### config.mk
export PLATFORM = sky130hd
export DESIGN_NAME = bit_run_length_nibble_encoder_core
export DESIGN_NICKNAME = d
export VERILOG_FILES = /design/src/hdl/brlne_pkg.sv /design/src/hdl/brlne_front.sv /design/src/hdl/brlne_queue.sv /design/src/hdl/brlne_back.sv /design/src/hdl/bit_run_length_nibble_encoder_core.sv
export SDC_FILE = /design/constraint.sdc
export NUM_CORES = 1
export LEC_CHECK = 0
export BUFFER_PORTS_ARGS = -buffer_cell sky130_fd_sc_hd__buf_2
export CAP_MARGIN = 20
export CORE_UTILIZATION = 44
export CTS_BUF_LIST = sky130_fd_sc_hd__clkbuf_4 sky130_fd_sc_hd__clkbuf_8
export CTS_CLUSTER_DIAMETER = 150
export CTS_CLUSTER_SIZE = 20
export DETAILED_ROUTE_END_ITERATION = 8
export HOLD_SLACK_MARGIN = 0.12
export PLACE_DENSITY = 0.56
export SYNTH_ARGS = -nofsm -noshare
export SYNTH_HDL_FRONTEND = slang
export SYNTH_HIERARCHICAL = 1
export SYNTH_SLANG_ARGS = --single-unit
### constraint.sdc
create_clock -name i_clk -period 23 [get_ports i_clk]
set_input_delay 4.6 -clock i_clk [delete_from_list [all_inputs] [get_ports i_clk]]
set_output_delay 4.6 -clock i_clk [all_outputs]
set_load 0.02 [all_outputs]
### src/hdl/brlne_pkg.sv
// Shared types and constants for the bit run-length nibble encoder.
// Used by the front scanner, the run queue and the back packer; no dependencies.
package brlne_pkg;

    localparam int unsigned BITS_PER_BYTE = 8;
    localparam int unsigned NIB_W         = 4;
    localparam int unsigned LEN_W         = 3;
    // Up to one closed run per scanned bit plus the flushed run at stream end.
    localparam int unsigned MAX_NIBS      = BITS_PER_BYTE + 1;
    localparam int unsigned CNT_W         = $clog2(MAX_NIBS + 1);
    localparam int unsigned RUN_W         = 4;
    localparam int unsigned CFG_W         = 3;
    localparam logic [CFG_W-1:0] CFG_RESET = 3'd7;

    typedef logic [NIB_W-1:0] t_nib;

    // One queue entry: the run nibbles closed by one input byte, in order.
    typedef struct packed {
        t_nib [MAX_NIBS-1:0] nibs;
        logic [CNT_W-1:0]    count;
        logic                last;
    } t_entry;

endpackage

### src/hdl/brlne_front.sv
// Front scanner: accepts input bytes, splits their bits into runs and emits closed-run nibbles.
// Depends on brlne_pkg.
module brlne_front
    import brlne_pkg::*;
(
    input  logic             i_clk,
    input  logic             i_rst_n,
    input  logic [CFG_W-1:0] i_max_run,
    input  logic             i_valid,
    input  logic [7:0]       i_data,
    input  logic             i_last,
    input  logic             i_full,
    output logic             o_ready,
    output logic             o_push,
    output t_entry           o_entry
);

    logic             r_run_bit;
    logic [RUN_W-1:0] r_run_len;
    logic             r_first;
    logic             n_run_bit;
    logic [RUN_W-1:0] n_run_len;
    logic             n_first;
    logic [RUN_W-1:0] w_limit;

    function automatic t_nib make_nib(input logic b, input logic [RUN_W-1:0] len);
        logic [RUN_W-1:0] lm1;
        lm1 = len - RUN_W'(1);
        return {b, lm1[LEN_W-1:0]};
    endfunction

    assign o_ready = !i_full;
    assign o_push  = i_valid && !i_full;
    assign w_limit = {1'b0, i_max_run} + RUN_W'(1);

    // Eight narrow dependent steps, one per bit, least significant first.
    always_comb begin
        n_run_bit       = r_run_bit;
        n_run_len       = r_run_len;
        n_first         = r_first;
        o_entry.nibs    = '0;
        o_entry.count   = '0;
        o_entry.last    = i_last;
        for (int i = 0; i < BITS_PER_BYTE; i++) begin
            if (n_first || n_run_len == '0) begin
                n_run_bit = i_data[i];
                n_first   = 1'b0;
                n_run_len = RUN_W'(1);
            end else if (i_data[i] != n_run_bit || n_run_len >= w_limit) begin
                o_entry.nibs[o_entry.count] = make_nib(n_run_bit, n_run_len);
                o_entry.count = o_entry.count + CNT_W'(1);
                n_run_bit = i_data[i];
                n_run_len = RUN_W'(1);
            end else begin
                n_run_len = n_run_len + RUN_W'(1);
            end
        end
        // At stream end the open run is flushed and the scanner starts over.
        if (i_last) begin
            o_entry.nibs[o_entry.count] = make_nib(n_run_bit, n_run_len);
            o_entry.count = o_entry.count + CNT_W'(1);
            n_run_bit = 1'b0;
            n_run_len = '0;
            n_first   = 1'b1;
        end
    end

    always_ff @(posedge i_clk) begin
        if (!i_rst_n) begin
            r_run_bit <= 1'b0;
            r_run_len <= '0;
            r_first   <= 1'b1;
        end else if (o_push) begin
            r_run_bit <= n_run_bit;
            r_run_len <= n_run_len;
            r_first   <= n_first;
        end
    end

endmodule

### src/hdl/brlne_queue.sv
// Short FIFO of run entries between the front scanner and the back packer.
// Depends on brlne_pkg.
module brlne_queue
    import brlne_pkg::*;
#(
    parameter int unsigned DEPTH = 4
)
(
    input  logic   i_clk,
    input  logic   i_rst_n,
    input  logic   i_push,
    input  t_entry i_entry,
    output logic   o_full,
    input  logic   i_pop,
    output logic   o_empty,
    output t_entry o_entry
);

    localparam int unsigned PTR_W = $clog2(DEPTH);
    localparam int unsigned FILL_W = $clog2(DEPTH + 1);

    t_entry              r_slots [DEPTH];
    logic [PTR_W-1:0]    r_wr_ptr;
    logic [PTR_W-1:0]    r_rd_ptr;
    logic [FILL_W-1:0]   r_fill;
    logic                w_push;
    logic                w_pop;

    assign o_full  = (r_fill == FILL_W'(DEPTH));
    assign o_empty = (r_fill == '0);
    assign o_entry = r_slots[r_rd_ptr];
    assign w_push  = i_push && !o_full;
    assign w_pop   = i_pop && !o_empty;

    function automatic logic [PTR_W-1:0] wrap_inc(input logic [PTR_W-1:0] p);
        return (p == PTR_W'(DEPTH - 1)) ? '0 : p + PTR_W'(1);
    endfunction

    always_ff @(posedge i_clk) begin
        if (w_push) begin
            r_slots[r_wr_ptr] <= i_entry;
        end
    end

    always_ff @(posedge i_clk) begin
        if (!i_rst_n) begin
            r_wr_ptr <= '0;
            r_rd_ptr <= '0;
            r_fill   <= '0;
        end else begin
            if (w_push) begin
                r_wr_ptr <= wrap_inc(r_wr_ptr);
            end
            if (w_pop) begin
                r_rd_ptr <= wrap_inc(r_rd_ptr);
            end
            if (w_push && !w_pop) begin
                r_fill <= r_fill + FILL_W'(1);
            end else if (w_pop && !w_push) begin
                r_fill <= r_fill - FILL_W'(1);
            end
        end
    end

endmodule

### src/hdl/brlne_back.sv
// Back packer: pairs nibbles into bytes, one per cycle unless stalled, and pads at stream end.
// Depends on brlne_pkg.
module brlne_back
    import brlne_pkg::*;
(
    input  logic       i_clk,
    input  logic       i_rst_n,
    input  logic       i_empty,
    input  t_entry     i_entry,
    output logic       o_pop,
    output logic       o_valid,
    input  logic       i_ready,
    output logic [7:0] o_byte,
    output logic       o_last,
    output logic       o_pad
);

    logic [CNT_W-1:0] r_pos;
    t_nib             r_held;
    logic             r_held_v;
    logic             r_ovalid;
    logic [7:0]       r_obyte;
    logic             r_olast;
    logic             r_opad;

    logic [CNT_W-1:0] n_pos;
    t_nib             n_held;
    logic             n_held_v;
    logic             n_ovalid;
    logic [7:0]       n_obyte;
    logic             n_olast;
    logic             n_opad;

    logic             w_advance;
    logic [CNT_W-1:0] w_avail;
    logic [CNT_W-1:0] w_rem;
    logic [CNT_W-1:0] w_newpos;
    t_nib             w_nib0;
    t_nib             w_nib1;
    t_nib             w_nib2;
    logic             w_emit;

    function automatic t_nib pick(input t_entry e, input logic [CNT_W-1:0] idx);
        return (idx < CNT_W'(MAX_NIBS)) ? e.nibs[idx] : '0;
    endfunction

    assign w_advance = !r_ovalid || i_ready;
    assign w_avail   = i_entry.count - r_pos;
    assign w_nib0    = pick(i_entry, r_pos);
    assign w_nib1    = pick(i_entry, r_pos + CNT_W'(1));
    assign w_nib2    = pick(i_entry, r_pos + CNT_W'(2));

    always_comb begin
        n_pos    = r_pos;
        n_held   = r_held;
        n_held_v = r_held_v;
        n_ovalid = r_ovalid && !i_ready;
        n_obyte  = r_obyte;
        n_olast  = r_olast;
        n_opad   = r_opad;
        o_pop    = 1'b0;
        w_emit   = 1'b0;
        w_rem    = '0;
        w_newpos = r_pos;
        if (w_advance && !i_empty) begin
            n_olast = 1'b0;
            n_opad  = 1'b0;
            if (r_held_v) begin
                if (w_avail == '0) begin
                    o_pop = 1'b1;
                    if (i_entry.last) begin
                        n_ovalid = 1'b1;
                        n_obyte  = {r_held, t_nib'(0)};
                        n_olast  = 1'b1;
                        n_opad   = 1'b1;
                        n_held_v = 1'b0;
                    end
                end else begin
                    w_emit   = 1'b1;
                    n_obyte  = {r_held, w_nib0};
                    n_held_v = 1'b0;
                    w_rem    = w_avail - CNT_W'(1);
                    w_newpos = r_pos + CNT_W'(1);
                end
            end else begin
                if (w_avail == '0) begin
                    o_pop = 1'b1;
                end else if (w_avail == CNT_W'(1)) begin
                    o_pop = 1'b1;
                    if (i_entry.last) begin
                        n_ovalid = 1'b1;
                        n_obyte  = {w_nib0, t_nib'(0)};
                        n_olast  = 1'b1;
                        n_opad   = 1'b1;
                    end else begin
                        n_held   = w_nib0;
                        n_held_v = 1'b1;
                    end
                end else begin
                    w_emit   = 1'b1;
                    n_obyte  = {w_nib0, w_nib1};
                    w_rem    = w_avail - CNT_W'(2);
                    w_newpos = r_pos + CNT_W'(2);
                end
            end
            if (w_emit) begin
                n_ovalid = 1'b1;
                // The byte closes this entry when nothing, or only a nibble to hold, remains.
                if (w_rem == '0) begin
                    n_olast = 1'b1;
                    o_pop   = 1'b1;
                end else if (w_rem == CNT_W'(1) && !i_entry.last) begin
                    n_olast  = 1'b1;
                    o_pop    = 1'b1;
                    n_held   = (r_held_v) ? w_nib1 : w_nib2;
                    n_held_v = 1'b1;
                end else begin
                    n_pos = w_newpos;
                end
            end
            if (o_pop) begin
                n_pos = '0;
            end
        end
    end

    always_ff @(posedge i_clk) begin
        r_held  <= n_held;
        r_obyte <= n_obyte;
        r_olast <= n_olast;
        r_opad  <= n_opad;
    end

    always_ff @(posedge i_clk) begin
        if (!i_rst_n) begin
            r_pos    <= '0;
            r_held_v <= 1'b0;
            r_ovalid <= 1'b0;
        end else begin
            r_pos    <= n_pos;
            r_held_v <= n_held_v;
            r_ovalid <= n_ovalid;
        end
    end

    assign o_valid = r_ovalid;
    assign o_byte  = r_obyte;
    assign o_last  = r_olast;
    assign o_pad   = r_opad;

endmodule

### src/hdl/bit_run_length_nibble_encoder_core.sv
// Bit run-length nibble encoder, top level: front scanner, run queue and back packer.
// Path: the entry of an input transfer is registered in the queue, and its first output byte
// in the output register; earlier entries and a stalled output can hold it back.
// Throughput: the front takes one byte per cycle while the queue has room; the back
// packer sends at most one output byte per cycle, and only while m_axis_tready is high.
// Reset (i_rst_n low, synchronous) empties the queue and output register, clears
// the run state and held nibble, and sets max_run_minus_one to 7.
module bit_run_length_nibble_encoder_core
    import brlne_pkg::*;
#(
    parameter int unsigned QUEUE_DEPTH = 4
)
(
    input  logic             i_clk,
    input  logic             i_rst_n,
    input  logic             i_cfg_valid,
    output logic             o_cfg_ready,
    input  logic [CFG_W-1:0] i_cfg_data,     // max_run_minus_one
    input  logic             s_axis_tvalid,
    output logic             s_axis_tready,
    input  logic [7:0]       s_axis_tdata,   // [7:0] data_byte
    input  logic             s_axis_tlast,   // end_of_input
    output logic             m_axis_tvalid,
    input  logic             m_axis_tready,
    output logic [7:0]       m_axis_tdata,   // [7:0] out_byte
    output logic             m_axis_tlast,   // last_of_run
    output logic             m_axis_tuser    // [0] pad_nibbles
);

    logic [CFG_W-1:0] r_max_run;
    logic             w_push;
    logic             w_full;
    logic             w_empty;
    logic             w_pop;
    t_entry           w_front_entry;
    t_entry           w_head_entry;

    assign o_cfg_ready = 1'b1;

    always_ff @(posedge i_clk) begin
        if (!i_rst_n) begin
            r_max_run <= CFG_RESET;
        end else if (i_cfg_valid) begin
            r_max_run <= i_cfg_data;
        end
    end

    brlne_front u_front (
        .i_clk     (i_clk),
        .i_rst_n   (i_rst_n),
        .i_max_run (r_max_run),
        .i_valid   (s_axis_tvalid),
        .i_data    (s_axis_tdata),
        .i_last    (s_axis_tlast),
        .i_full    (w_full),
        .o_ready   (s_axis_tready),
        .o_push    (w_push),
        .o_entry   (w_front_entry)
    );

    brlne_queue #(
        .DEPTH (QUEUE_DEPTH)
    ) u_queue (
        .i_clk   (i_clk),
        .i_rst_n (i_rst_n),
        .i_push  (w_push),
        .i_entry (w_front_entry),
        .o_full  (w_full),
        .i_pop   (w_pop),
        .o_empty (w_empty),
        .o_entry (w_head_entry)
    );

    brlne_back u_back (
        .i_clk   (i_clk),
        .i_rst_n (i_rst_n),
        .i_empty (w_empty),
        .i_entry (w_head_entry),
        .o_pop   (w_pop),
        .o_valid (m_axis_tvalid),
        .i_ready (m_axis_tready),
        .o_byte  (m_axis_tdata),
        .o_last  (m_axis_tlast),
        .o_pad   (m_axis_tuser)
    );

endmodule

## After elaboration in Yosys (flattened, before gate mapping)

Memories as Yosys holds them, arrays and structs flattened. A register that Yosys moved wholly into a read port is not among the register bits.
Index checks and enable logic that the tools add are counted.
W data, S select, Z words.

- Register bits: 36
- RAM bits: 164
- Input bits: 17
- Output and inout port bits: 13
- Logic and storage cells: 320
- Memories: 1

- Add/subtract/negate cells: 35
- Order comparisons: 30
- Eq/ne operators: 20
- Multiplexer cells: 165
- Reductions and logical operators: 55

Memory list:

| name | depth | width | rd ports | clocked after memory_dff | write ports | RTL line | source |
|---|---|---|---|---|---|---|---|
| u_queue.r_slots | 4 | 41 | 1 | 1 | 1 | brlne_queue.sv:22 | `t_entry r_slots [DEPTH];` |

Operator list:

| kind | count |
|---|---|
| $mux W40 | 15 |
| $bwmux W36 | 8 |
| $mux W4 | 52 |
| $demux W4 S4 | 8 |
| $add A4 B1 Y4 const B | 17 |
| $mux W1 | 65 |
| $mux W8 | 8 |
| $lt A4 B5 Y1 const B | 11 |
| $bmux W4 S4 | 3 |
| $logic_not A4 Y1 | 10 |
| $ge A4 B1 Y1 const B | 8 |
| $ge A4 B4 Y1 | 8 |
| $sub A3 B1 Y3 const B | 10 |
| $logic_or A1 B1 Y1 | 17 |
| $logic_and A1 B1 Y1 | 16 |
| $lt A4 B4 Y1 const B | 3 |
| $eq A4 B1 Y1 const B | 2 |
| $mux W2 | 4 |
| $ne A1 B1 Y1 | 8 |
| $logic_not A1 Y1 | 7 |
| $mux W3 | 2 |
| $ne A2 B2 Y1 const B | 3 |
| $reduce_and A6 Y1 | 1 |
| $add A2 B1 Y2 const B | 2 |
| 14 further kinds | 17 |

## Logic depth before layout (Yosys ltp)

Gate-level depths: netlist (run 1).

- Word-level depth: 60
- Depth in mapped cells: 78
- Gate-level depth less buffers: 72

## Hierarchy

Netlist (run 1), hierarchy kept.

By module, submodules not included:

| module | instances | cells each | area an instance (µm²) | sequential area each (µm²) |
|---|---|---|---|---|
| brlne_front | 1 | 868 | 6550.0 | 120.1 |
| brlne_queue | 1 | 266 | 6447.4 | 5104.9 |
| brlne_back | 1 | 238 | 2202.1 | 540.5 |
| bit_run_length_nibble_encoder_core | 1 | 11 | 112.6 | 60.1 |

## Worst setup path before layout (run 1)

Ideal clock, no wire load.

- Path type: input -> register
- Start point: input s_axis_tdata[0]
- End point: memory u_queue/r_slots[0][40] (netlist bit), data pin
- Setup time: 0.266 ns
- Arrival: 16.736 ns
- Data required time: 22.734 ns
- Setup slack: 5.998 ns
- Stages: 68
- Buffers on the path: 4
- Cell sequence: xor2_1 -> a211o_1 -> nor3_1 -> nand2_1 -> inv_1 -> ha_1 -> nand2b_1 -> a211oi_1 -> o21a_1 -> a21o_1 -> buf_6 -> nand3_1 -> inv_1 -> ha_1 -> nor2b_1 -> o21ai_0 -> a21o_1 -> o211a_1 -> [... 32 more ...] -> ha_1 -> nand2b_1 -> a21oi_1 -> nor2_1 -> nor3_1 -> nand3_1 -> clkinv_1 -> ha_1 -> nand2b_1 -> a21oi_1 -> o21ai_1 -> o31ai_2 -> a21boi_2 -> mux2i_1 -> ha_1 -> nand2_1 -> nor4_4 -> mux2_2

RTL lines:

| what | RTL line | source |
|---|---|---|
| start: declaration | bit_run_length_nibble_encoder_core.sv:21 | `input logic [7:0] s_axis_tdata,` |
| end: declaration | brlne_queue.sv:22 |  |

==> metrics.csv, run 1 <==
stage,metric,value,unit
yosys,Ys Warns,6,
yosys,Compound-Gate Fraction of Synth Area,0.131,
timing,minimum clock period,19.42,ns
final_layout,Final Cell Area,0.0160,mm^2
floorplanning,initial core utilization,0.452,
timing,Final Hold Fails,0,
cts,clock slew at reported path FFs,0.12,ns
timing,Max-slew headroom,0.244,
detailed_routing,detailed router's first-iteration violation count,722,
pwr,logic gate share of total power,0.666,
setup_path,"Max FO, Critical Path",16,
floorplanning,Core Region,0.0339,mm^2
setup_path,Setup CP Type,primary input to flop,
yosys,synthesized area,0.0153,mm^2
pwr,Net Sw Frac,0.486,
global_routing,total track usage,0.241,
place,GP Congestion,0.935,
timing,fmax,51.5,MHz
global_routing,total gr overflow,0,
timing,WHS,0.513,ns
detailed_routing,total wire length,42500,um
cts,clock buffer depth,3,
final_layout,nets@finish,1471,
cts,Worst-Skew Late Latency,0.52,ns
yosys,synthesized-area fraction occupied by and/or/nand/nor cells,0.143,
run_status,status,"finished, final reports clean",
floorplanning,die width,189,um
detailed_routing,Wirelength per Cell,23.3,um
detailed_routing,drt first pass iters,5,
timing,crit share post-route,0.844,
yosys,"count leader, synth",edfxtp_1,
yosys,adder-cell area share of the yosys netlist,0.0703,
setup_path,CP most frequent cell,ha_1,
cts,Clock H-tree levels,1,
setup_path,Worst setup SP type,primary input,
detailed_routing,number of remaining DRC errors,0,
place,placed inst area,0.0157,mm^2
pwr,maximum vdd drop,0.0797,mV
floorplanning,Die H,189,um
place,HPWL after DPL,32200,um
final_layout,Area Overhead vs Synth,4.40,%
setup_path,endpoint type of the worst setup path,flop,
cts,CTS tree,built,
pwr,Flop pwr share,0.260,
min_path,Hold WC Path Type,flop to flop,
detailed_routing,total number of vias,11190,
cts,post-CTS setup buffer count,0,
pwr,Power Internal,0.00131,W
yosys,syn avg cell area,11.1,um^2
yosys,fraction of registers with async set/reset,0,
global_routing,initial antenna violation count,0,
timing,setup TNS,0,ns
yosys,Yosys reg bits,202,
yosys,Synth top area share,0.349,
setup_path,Worst path slowest cell,nor3_1,
pwr,LEAKAGE,6.12,nW
yosys,"top cells by count, synth","178 x edfxtp_1, 108 x mux2i_1, 105 x nand2_1, 89 x nor2_1, 82 x ha_1",
detailed_routing,Final ANT Viol Nets,0,
flow_run,max-cap violations,0,
yosys,"EDFF count, synth",178,
cts,Post-CTS Resized,0,
floorplanning,die area,0.0356,mm^2
cts,TritonCTS buffer count,14,
yosys,"area leader, netlist",edfxtp_1,
cts,hold_buf cts,0,
pwr,Psw,0.00124,W
global_routing,first-pass GRT wire length,66500,um
yosys,XOR/XNOR Fraction of Synth Area,0.0359,
yosys,Synth Flop Type,edfxtp_1,
yosys,Post-Syn Nets,1484,
yosys,Cells after Synth,1383,
final_layout,share of cells above drive strength 1,0.174,
timing,final setup fails,0,
place,count of input and output buffers,28,
setup_path,crit-path max cell delay,0.63,ns
yosys,largest family of logic cells by synthesized area,multiplexers,
setup_path,Critical Path RT,23.22,ns
cts,clock sink count,202,
setup_path,crit path DAT,19.64,ns
final_layout,Antenna Cells,0,
timing,Worst Max-Slew Pin Slew,1.12,ns
yosys,Cell variety after synth,112,
yosys,multiplexer share of the synthesized area,0.195,
detailed_routing,vias per inst,6.13,
pwr,power after layout,0.00255,W
pwr,Pwr Density,160,mW/mm^2
timing,RSZ-0062 raised after global routing,no,
timing,Slew Limit Fails,0,
cts,root buf cell,clkbuf_8,
yosys,"Seq/Total Area, Yosys",0.380,
global_routing,largest net degree at the start of global routing,43,
global_routing,vias in the first global route,11013,
floorplanning,Row Count,67,
pwr,clock share of power,0.074,
yosys,synth top area cells,"edfxtp_1 35%, mux4_2 7.6%, mux2i_1 7.1%, ha_1 6.7%, mux2_2 4.0%",
timing,Setup Skew,0.0422,ns
floorplanning,IO Count,30,
critical path: cells and delay by family:
kind	cells	cell delay, ns
multiplexers	2	1.10
XOR/XNOR	1	0.16
AO/OA/AOI/OAI	19	4.84
AND/OR/NAND/NOR	26	5.28
buffers and inverters	8	1.65
adder cells (fa/ha/maj)	8	1.97
routing by layer:
layer,track usage,vias up,share of wire
li1,-,5276,-
met5,0,-,0
met3,0.0169,75,0.034
met2,0.413,291,0.49
met1,0.325,5548,0.44
met4,0.0754,0,0.029
cells by family (layout without fill, tap and decap cells):
| kind of cell | count (synthesis) | after routing |
|---|---|---|
| muxes | 223 | 223 |
| xor gates and xnor gates | 53 | 53 |
| DFF | 202 | 202 |
| adders and majority gates | 85 | 85 |
| and+or+nand+nor | 411 | 411 |
| AOI/OAI and AO/OA | 265 | 265 |
| buffers and inverters | 143 | 137 |
| other | 1 | 1 |
state kept, by name (all words and copies together) (netlist names), 2 cells and up, named ones only:
register,count
u_queue/r_wr_ptr,2
r_max_run,3
u_queue/r_rd_ptr,2
u_queue/r_fill,3
u_queue/r_slots,164
u_back/r_pos,4
u_back/o_byte,8
u_back/r_held,4
u_front/r_run_len,4
cells in the final DEF, fill, tap and decap left out, drive strengths merged, types with 24 or more instances in the layout:
cell type / Yosys / routed
mux2: 60 / 60
nor2: 90 / 90
dfxtp: 24 / 24
inv: 73 / 74
buf: 31 / 37
o21ai: 38 / 38
nor3: 33 / 33
mux2i: 110 / 110
a21oi: 50 / 50
nand3: 32 / 32
ha: 82 / 82
xnor2: 30 / 30
nand4: 26 / 26
nand2: 107 / 107
edfxtp: 178 / 178
mux4: 53 / 53
layout make-up:
class / count / area, um^2
fillers: 3165 / 17900
multi-input cells: 1038 / 8820
flip-flops and latches: 202 / 5830
well taps: 448 / 561
inverters: 77 / 289
clock buffers: 22 / 259
repair buffers: 37 / 208
clock inverters: 1 / 20.0
final timing paths:
kind / slack, ns / from / to / depth (start not counted)
worst max-delay path: 3.58 / s_axis_tdata[0] / u_queue/r_slots[3][6]$_DFFE_PP_ / 64
worst max register to register: 6.09 / r_max_run[0]$_SDFFE_PN1P_ / u_queue/r_slots[3][6]$_DFFE_PP_ / 66
worst min register to register: 0.51 / u_queue/r_wr_ptr[1]$_SDFFE_PN0P_ / u_queue/r_wr_ptr[1]$_SDFFE_PN0P_ / 2
worst min-delay path: 0.51 / u_queue/r_wr_ptr[1]$_SDFFE_PN0P_ / u_queue/r_wr_ptr[1]$_SDFFE_PN0P_ / 2
metrics by stage:
step           std cells  utilization  setup WS (ns)
2_1_floorplan       1383            -           6.00
3_3_place_gp        1802        0.464           3.95
3_5_place_dp        1802        0.464           3.40
4_1_cts             1825        0.472           3.94
5_1_grt             1825        0.472           2.37
6_report            1825        0.472           3.58
power groups by stage:
| stage | Combinational, W | Sequential, W | Clock, W |
|---|---|---|---|
| 6_report | 0.00170 | 0.000663 | 0.000189 |
| 5_1_grt | 0.00183 | 0.000673 | 0.000207 |
| 4_1_cts | 0.00169 | 0.000664 | 0.000198 |
| 3_5_place_dp | 0.00168 | 0.000672 | 0 |
| 3_3_place_gp | 0.00167 | 0.000668 | 0 |
| 2_1_floorplan | 0.00123 | 0.000668 | 0 |
No activity file was read; power rests on OpenSTA's default activity.
==> inputs of run 2 (changes only) <==
- clock period: 23 -> 20.2 ns (I/O delays scaled with it)
==> run 2 against run 1 <==
Against the previous run: sequential power is 14% higher; global-route usage is 0.12 points lower; worst hold slack worse by 0.0074 ns; cell area hardly changed; die area stayed put; combinational power is 14% higher; highest routed layer unchanged; critical path depth stayed put; utilization hardly changed; cell count hardly changed; setup slack worse by 2.3 ns.
==> metrics.csv, run 2 (synthesized netlist as in run 1, its figures left out) <==
stage,metric,value,unit,change
timing,Slew Limit Fails,0,,unchanged
setup_path,Worst setup SP type,primary input,,
cts,clock buffer depth,3,,unchanged
timing,Max-slew headroom,0.263,,+0.0191
timing,Final Hold Fails,0,,unchanged
timing,setup TNS,0,ns,unchanged
detailed_routing,drt first pass iters,5,,unchanged
pwr,Power Internal,0.00150,W,+14%
cts,TritonCTS buffer count,14,,unchanged
min_path,Hold Path Origin,u_queue/r_wr_ptr[1]$_SDFFE_PN0P_,,
timing,crit share post-route,0.936,,
setup_path,start point of the critical path,s_axis_tdata[0],,
cts,post-CTS setup buffer count,0,,unchanged
floorplanning,IO Count,30,,unchanged
cts,CTS tree,built,,
global_routing,vias in the first global route,10889,,-1.1%
setup_path,Critical Path RT,20.42,ns,-2.80 ns
final_layout,share of cells above drive strength 1,0.174,,+0.000600
pwr,Net Sw Frac,0.486,,about the same
detailed_routing,total wire length,42600,um,about the same
final_layout,"commonest non-fill, non-tap cell in the layout",edfxtp_1,,
place,HPWL after DPL,32300,um,+0.12%
pwr,Pwr Density,182,mW/mm^2,+14%
flow_run,max-cap violations,0,,unchanged
timing,fmax,52.9,MHz,
timing,Setup Skew,0.0445,ns,+0.00226 ns
final_layout,Largest register FFs,164,,unchanged
floorplanning,Row Count,67,,unchanged
global_routing,initial antenna violation count,0,,unchanged
floorplanning,die area,0.0356,mm^2,unchanged
min_path,Hold WC Path Type,flop to flop,,
cts,root buf cell,clkbuf_8,,
pwr,Flop pwr share,0.259,,about the same
final_layout,Antenna Cells,0,,unchanged
cts,clock slew at reported path FFs,0.12,ns,about the same
cts,Worst-Skew Late Latency,0.52,ns,about the same
pwr,Psw,0.00141,W,+14%
setup_path,CP most frequent cell,ha_1,,
run_status,status,"finished, final reports clean",,
detailed_routing,total number of vias,11210,,+0.18%
cts,hold_buf cts,0,,unchanged
place,count of input and output buffers,28,,unchanged
pwr,clock share of power,0.075,,about the same
pwr,logic gate share of total power,0.665,,about the same
cts,Clock H-tree levels,1,,unchanged
pwr,power after layout,0.00291,W,+14%
global_routing,total gr overflow,0,,unchanged
global_routing,total track usage,0.240,,-0.00119
detailed_routing,vias per inst,6.14,,+0.12%
detailed_routing,Wirelength per Cell,23.3,um,about the same
final_layout,nets@finish,1471,,unchanged
timing,minimum clock period,18.90,ns,
setup_path,crit path DAT,19.12,ns,-0.52 ns
timing,final setup fails,0,,unchanged
final_layout,most frequent cells in the layout,"178 x edfxtp_1, 108 x mux2i_1, 105 x nand2_1",,
setup_path,crit-path max cell delay,0.65,ns,+0.02 ns
setup_path,Worst path slowest cell,mux2i_1,,
timing,Worst Max-Slew Pin Slew,1.10,ns,-0.0284 ns
detailed_routing,detailed router's first-iteration violation count,827,,+15%
detailed_routing,number of remaining DRC errors,0,,unchanged
pwr,maximum vdd drop,0.0940,mV,+18%
cts,clock sink count,202,,unchanged
cts,Post-CTS Resized,0,,unchanged
global_routing,largest net degree at the start of global routing,43,,unchanged
place,post-place setup slack,1.06,ns,-2.34 ns
final_layout,Area Overhead vs Synth,4.45,%,about the same
place,GP Congestion,0.935,,about the same
final_layout,largest register by flop count,u_queue/r_slots,,
detailed_routing,Final ANT Viol Nets,0,,unchanged
timing,RSZ-0062 raised after global routing,no,,
setup_path,Setup CP Type,primary input to flop,,
floorplanning,Core Region,0.0339,mm^2,unchanged
setup_path,endpoint type of the worst setup path,flop,,
timing,Setup WS post-layout,1.30,ns,-2.28 ns
setup_path,"Max FO, Critical Path",16,,unchanged
setup_path,start of the worst register-to-register path,r_max_run[0]$_SDFFE_PN1P_,,
pwr,LEAKAGE,6.12,nW,about the same
floorplanning,die width,189,um,unchanged
floorplanning,Die H,189,um,unchanged
global_routing,first-pass GRT wire length,65800,um,-0.96%
floorplanning,initial core utilization,0.452,,unchanged
## run 2: power groups by stage
stage               clock (W)  sequential (W)  combinational [W]
floorplan                   0        0.000760            0.00140
global placement            0        0.000761            0.00190
detailed placement          0        0.000765            0.00192
CTS                  0.000227        0.000755            0.00193
global route         0.000239        0.000766            0.00209
finish               0.000219        0.000754            0.00193
## run 2: area by class of cell
class,instances,area [um^2]
Inverter,77,289
Sequential cell,202,5830
Multi-Input combinational cell,1038,8820
Fill cell,3095,17900
Clock inverter,1,20.0
Tap cell,448,561
Clock buffer,23,267
Timing Repair Buffer,37,208
## run 2: worst paths after layout
| check | endpoint | slack, ns | cells past startpoint |
|---|---|---|---|
| min reg2reg | u_queue/r_wr_ptr[1]$_SDFFE_PN0P_ | 0.51 | 2 |
| max reg2reg | u_queue/r_slots[3][6]$_DFFE_PP_ | 3.26 | 66 |
| max | u_queue/r_slots[3][6]$_DFFE_PP_ | 1.30 | 64 |
| min | u_queue/r_wr_ptr[1]$_SDFFE_PN0P_ | 0.51 | 2 |
## run 2: critical path, delay by kind of cell
kind            cells  cell delay (ns)
compound gates     19             4.86
xor+xnor            1             0.16
fa+ha+maj           8             1.97
buf+inv             8             1.66
mux                 2             1.14
simple gates       26             5.31
## run 2: per-stage QoR
step,utilization,cells,instance area [um^2],hold WS [ns]
after floorplan,-,1383,15300,0.467
after global placement,0.464,1802,15700,0.489
after detailed placement,0.464,1802,15700,0.499
after CTS,0.472,1826,16000,0.514
after global routing,0.472,1826,16000,0.529
final,0.472,1826,16000,0.505
## run 2: layer usage
layer | global-route usage | routed length [um] | vias to the layer above
met5 | 0 | 0 | -
met3 | 0.0160 | 1730 | 69
met1 | 0.323 | 18900 | 5556
met2 | 0.415 | 20900 | 313
met4 | 0.0661 | 1090 | 0
li1 | - | - | 5272
